### config.mk
export PLATFORM = sky130hd
export DESIGN_NAME = float_to_half_projection
export DESIGN_NICKNAME = d
export VERILOG_FILES = /design/src/rtl/f2h_pkg.sv /design/src/rtl/float_to_half_projection.sv /design/src/rtl/f2h_narrow.sv /design/src/rtl/f2h_widen.sv
export SDC_FILE = /design/constraint.sdc
export NUM_CORES = 1
export LEC_CHECK = 0
export ABC_AREA = 1
export BUFFER_PORTS_ARGS = -buffer_cell sky130_fd_sc_hd__clkbuf_2
export CORE_MARGIN = 4
export CORE_UTILIZATION = 50
export CTS_CLUSTER_DIAMETER = 150
export CTS_CLUSTER_SIZE = 14
export DETAILED_ROUTE_END_ITERATION = 10
export PLACE_DENSITY = 0.8
export REMOVE_ABC_BUFFERS = 1
export SKIP_CTS_REPAIR_TIMING = 1
export SLEW_MARGIN = 20
export SYNTH_ARGS = -nofsm -noshare
export SYNTH_HDL_FRONTEND = slang
export SYNTH_SLANG_ARGS = --single-unit
### constraint.sdc
create_clock -name clk -period 4.25 [get_ports clk]
set_input_delay 0.6375 -clock clk [delete_from_list [all_inputs] [get_ports clk]]
set_output_delay 0.6375 -clock clk [all_outputs]
set_load 0.005 [all_outputs]
### src/rtl/f2h_pkg.sv
// Package with the field widths and constants of the float to half projection.
package f2h_pkg;

    localparam int unsigned Exp32Bias   = 127;
    localparam int unsigned MaxBexp     = 142;
    localparam int unsigned MinSubBexp  = 103;
    localparam int unsigned MinNormBexp = 113;
    localparam logic [7:0]  Rebias      = 8'd112;

    typedef enum logic
    {
        STATUS_OK      = 1'b0,
        STATUS_TOO_BIG = 1'b1
    } status_t;

    typedef struct packed
    {
        logic [15:0] half_bits;
        status_t     status;
    } half_res_t;

endpackage

### src/rtl/float_to_half_projection.sv
// Top level of the float to half projection with its input and result registers.
//
// A request is taken at every rising edge at which start is high; busy is
// always low, so one request may follow another in every cycle.
// The binary32 pattern goes into an input register; the next cycle the
// truncating projection and the exact widening are computed and stored in
// the result register. Results appear from the result register,
// on projected_bits, half_bits and status, for exactly one cycle with done high.
// Throughput is one request per cycle, set by the single pass of logic
// between the two registers.
// A too big, infinite or NaN input gives status 1 and zero patterns.
// Reset clears the valid flags, so no result is shown after reset until a
// request arrives. The receiver cannot stall; results are not held.
module float_to_half_projection
(
    input  logic        clk,
    input  logic        rst_n,
    input  logic        start,
    output logic        busy,
    input  logic [31:0] single_bits,
    output logic        done,
    output logic [31:0] projected_bits,
    output logic [15:0] half_bits,
    output logic        status
);

    logic               in_valid_reg;
    logic [31:0]        in_bits_reg;
    logic               out_valid_reg;
    logic [31:0]        proj_reg;
    f2h_pkg::half_res_t res_reg;
    f2h_pkg::half_res_t res_next;
    logic [31:0]        proj_next;

    f2h_narrow u_narrow
    (
        .single_bits (in_bits_reg),
        .res         (res_next)
    );

    f2h_widen u_widen
    (
        .half_bits      (res_next.half_bits),
        .projected_bits (proj_next)
    );

    always_ff @(posedge clk or negedge rst_n)
    begin
        if (!rst_n)
        begin
            in_valid_reg  <= 1'b0;
            out_valid_reg <= 1'b0;
        end
        else
        begin
            in_valid_reg  <= start;
            out_valid_reg <= in_valid_reg;
        end
    end

    always_ff @(posedge clk)
    begin
        if (start)
        begin
            in_bits_reg <= single_bits;
        end
        if (in_valid_reg)
        begin
            res_reg  <= res_next;
            proj_reg <= (res_next.status == f2h_pkg::STATUS_TOO_BIG) ? 32'd0 : proj_next;
        end
    end

    assign busy           = 1'b0;
    assign done           = out_valid_reg;
    assign projected_bits = proj_reg;
    assign half_bits      = res_reg.half_bits;
    assign status         = res_reg.status;

    a_latency: assert property (@(posedge clk) disable iff (!rst_n)
        start |=> ##1 done)
        else $error("Result did not follow a request after two cycles.");

    a_no_spurious: assert property (@(posedge clk) disable iff (!rst_n)
        done |-> $past(start, 2))
        else $error("Result without a request.");

    a_error_zero: assert property (@(posedge clk) disable iff (!rst_n)
        (done && status) |-> (half_bits == 16'd0 && projected_bits == 32'd0))
        else $error("Error result with nonzero patterns.");

endmodule

### src/rtl/f2h_narrow.sv
// Combinational projection of a binary32 pattern onto a truncated binary16 pattern.
module f2h_narrow
(
    input  logic [31:0]        single_bits,
    output f2h_pkg::half_res_t res
);

    logic        sgn;
    logic [7:0]  bexp;
    logic [22:0] frac;
    logic [3:0]  k;
    logic [10:0] sub_frac;

    always_comb
    begin
        sgn      = single_bits[31];
        bexp     = single_bits[30:23];
        frac     = single_bits[22:0];
        k        = 4'(8'(f2h_pkg::MinNormBexp) - bexp);
        sub_frac = (11'd1 << (4'd10 - k)) + 11'(frac >> (5'd13 + 5'(k)));
        res.status    = f2h_pkg::STATUS_OK;
        res.half_bits = 16'd0;
        if (bexp > 8'(f2h_pkg::MaxBexp))
        begin
            res.status = f2h_pkg::STATUS_TOO_BIG;
        end
        else if (bexp < 8'(f2h_pkg::MinSubBexp))
        begin
            res.half_bits = 16'd0;
        end
        else if (bexp < 8'(f2h_pkg::MinNormBexp))
        begin
            res.half_bits = {sgn, 5'd0, sub_frac[9:0]};
        end
        else
        begin
            res.half_bits = {sgn, 5'(bexp - 8'(f2h_pkg::MinNormBexp) + 8'd1), frac[22:13]};
        end
    end

endmodule

### src/rtl/f2h_widen.sv
// Combinational exact widening of a binary16 pattern to binary32.
module f2h_widen
(
    input  logic [15:0] half_bits,
    output logic [31:0] projected_bits
);

    logic [4:0]  hexp;
    logic [9:0]  m;
    logic [3:0]  p;
    logic [22:0] shifted;

    always_comb
    begin
        hexp = half_bits[14:10];
        m    = half_bits[9:0];
        p    = 4'd0;
        for (int i = 0; i < 10; i++)
        begin
            if (m[i])
            begin
                p = 4'(i);
            end
        end
        shifted = 23'({m, 13'd0} << (4'd10 - p));
        if (hexp == 5'd0)
        begin
            if (m == 10'd0)
            begin
                projected_bits = {half_bits[15], 31'd0};
            end
            else
            begin
                projected_bits = {half_bits[15], 8'(p) + 8'(f2h_pkg::MinSubBexp), shifted};
            end
        end
        else
        begin
            projected_bits = {half_bits[15], 8'(hexp) + f2h_pkg::Rebias, m, 13'd0};
        end
    end

endmodule

==> metrics.cfg <==
[routing]
wirelength_mm=8.56
via_count=3311
wl_per_cell_um=13.3
via_per_inst=5.16
dr.first_iter.drc_count=216
ant_nets=0
drc=0
first_pass_iters=5

[final_layout]
fin_cells=642
finalNetCount=592
most-common-layout-cells=106 x nand2_1, 58 x clkbuf_2, 54 x edfxtp_1
largest_reg_flops=19
final_common_cell=nand2_1
fillers=598
synthToLayoutAreaGrowth_pct=20.6
diodes=0
drive_gt1_frac=0.320
multi_input_area_um2=1880
seqCellArea_um2=1670
fin_area_um2=4580

[power_and_ir_drop]
pwr-share-comb=0.452
p_leak_uw=0.00217
switchingPower_uw=723
ir_worst_vdd_mv=0.246
pwr-share-clk=0.173
p_int_uw=1230
power.density_nw_per_um2=425
seq_power_share=0.375
sw_frac_of_total=0.371

[synth]
synth_area_leaders=edfxtp_1 43%, nand2_1 11%, nand3_1 5.8%
synth-seq-area-share=0.440
synth_ff_type=edfxtp_1
synthArstFlopShare=0.0357
synth_edf_count=54
netlist_area_um2=3800
yosys_warnings=0
syn_area_per_cell_um2=8.39
synth_top_area_frac=0.427
ys_types=47
synth_top_area_cell=edfxtp_1
synth_seq_cells=56
syn_inst=453

[cts]
clkTransAtPathRegs_ns=0.10
cts.sinks=56
cts_buffer_depth=2
htree_levels=2
cts_tree=built
cts-root-buf=clkbuf_8
worstSkewPairLatency_ns=0.31
cts_buffers=5

[die]
dieArea_um2=9060
pin_count=86
initial_utilization=0.518
coreArea_um2=7330
die_x_um=95.2
num_rows=31
dieHeight_um=95.2

[run]
maxCapViolations=0

[placed_design]
dp_hpwl_mm=6.56
portBuffers=58
dp_cells=624
place_area_um2=4260
routabilityCongestion=0.898

[critical_path]
regToRegEndpoint=projected_bits[16]
slowest_stage=edfxtp_1
cp.arrival_ns=4.15
worstPathMaxFanout=7
end_kind=flop
ff2ff_setup_slack_ns=0.16
setup.worst_path.start_class=flop
required_ns=4.31
worstSetupPathType=reg2reg
cpPeakStageDelay_ns=0.40
r2r_cells=27
cpMostUsedCell=inv_2
worstReg2RegStart=in_bits_reg[24]

[timing]
period_share=0.961
skew_ns=0.0109
finalSetupViolations=0
min_period_ns=4.09
drv_slew=0
max_freq_ghz=0.245
tightest_slew_ns=0.524
slew_headroom=0.648
finalHoldViolCount=0

[global_routing]
track_usage=0.182
grt_pass1_wl_mm=13.0
grt_pass1_vias=3006
antenna_found_initial=0
grt_max_degree=37
grt-ovfl-total=0

[status]
status=completed

[worst_hold_path]
hold_class=in2async

-- synthesized netlist by cell type (all sizes together), types with 2 or more instances --
master / count
nand2: 135
edfxtp: 54
dfrtp: 2
clkinv: 2
and2: 2
o22ai: 12
nand3b: 2
o21ai: 20
o21bai: 2
ha: 14
nor3: 3
xor2: 3
buf: 21
o211ai: 3
nand4: 4
nor2: 37
a21oi: 14
nand3: 48
clkbuf: 2
a22oi: 2
inv: 61
-- power groups by stage --
| stage | registers [uW] | clock network (uW) | logic, uW |
|---|---|---|---|
| finish | 730 | 337 | 881 |
| detailed placement | 742 | 0 | 771 |
| global route | 737 | 369 | 969 |
| global placement | 741 | 0 | 759 |
| floorplan | 756 | 0 | 498 |
| CTS | 730 | 342 | 775 |
-- logic make-up after synthesis --
family,after synthesis,share of synthesized area
compound gates,58,0.0949
simple gates,232,0.288
xor+xnor,4,0.0112
buf+inv,86,0.111
fa+ha+maj,15,0.0514
mux,1,0.00264
flops,56,0.440
other cells,1,0.000987
-- cell type report --
cell class	count	share of cell area
flip-flops and latches	56	0.365
multi-input cells	324	0.409
inverters	63	0.0538
clock buffers	5	0.0150
well taps	99	0.0270
repair buffers	92	0.121
clock inverters	3	0.00928
-- stage by stage --
| step | util | hold slack, ns | power (uW) | setup TNS, ns | worst slack (ns) |
|---|---|---|---|---|---|
| final | 0.625 | 0.0910 | 1950 | 0 | 0.165 |
| after global placement | 0.581 | 0.429 | 1500 | 0 | 0.0676 |
| after detailed placement | 0.581 | 0.434 | 1510 | 0 | 0.0320 |
| after CTS | 0.597 | 0.0906 | 1850 | 0 | 0.0133 |
| after global routing | 0.625 | 0.0762 | 2070 | -0.685 | -0.109 |
| after floorplan | - | 0.342 | 1250 | -3.56 | -0.553 |
-- critical path, delay by kind of cell, from the launching register on --
family	cells	cell delay (ns)
flip-flops	1	0.40
AO/OA/AOI/OAI	2	0.30
AND/OR/NAND/NOR	12	1.27
adder cells (fa/ha/maj)	4	1.13
buffers and inverters	9	0.75
-- how the worst max path moves through the flow --
stage / slack, ns / to / from
after floorplan: -0.55 / projected_bits[21] / in_bits_reg[24]
after global routing: -0.11 / projected_bits[22] / in_bits_reg[24]
after CTS: 0.01 / projected_bits[21] / in_bits_reg[24]
after global placement: 0.07 / projected_bits[21] / in_bits_reg[24]
after detailed placement: 0.03 / projected_bits[21] / in_bits_reg[24]
final: 0.16 / projected_bits[16] / in_bits_reg[24]
-- per-layer routing --
metal,vias to the layer above,track usage,share of wire
li1,1649,-,-
met3,22,0.0324,0.078
met5,-,0,0
met2,152,0.311,0.50
met1,1488,0.230,0.40
met4,0,0.0637,0.023
(Power assumes the default switching activity.)
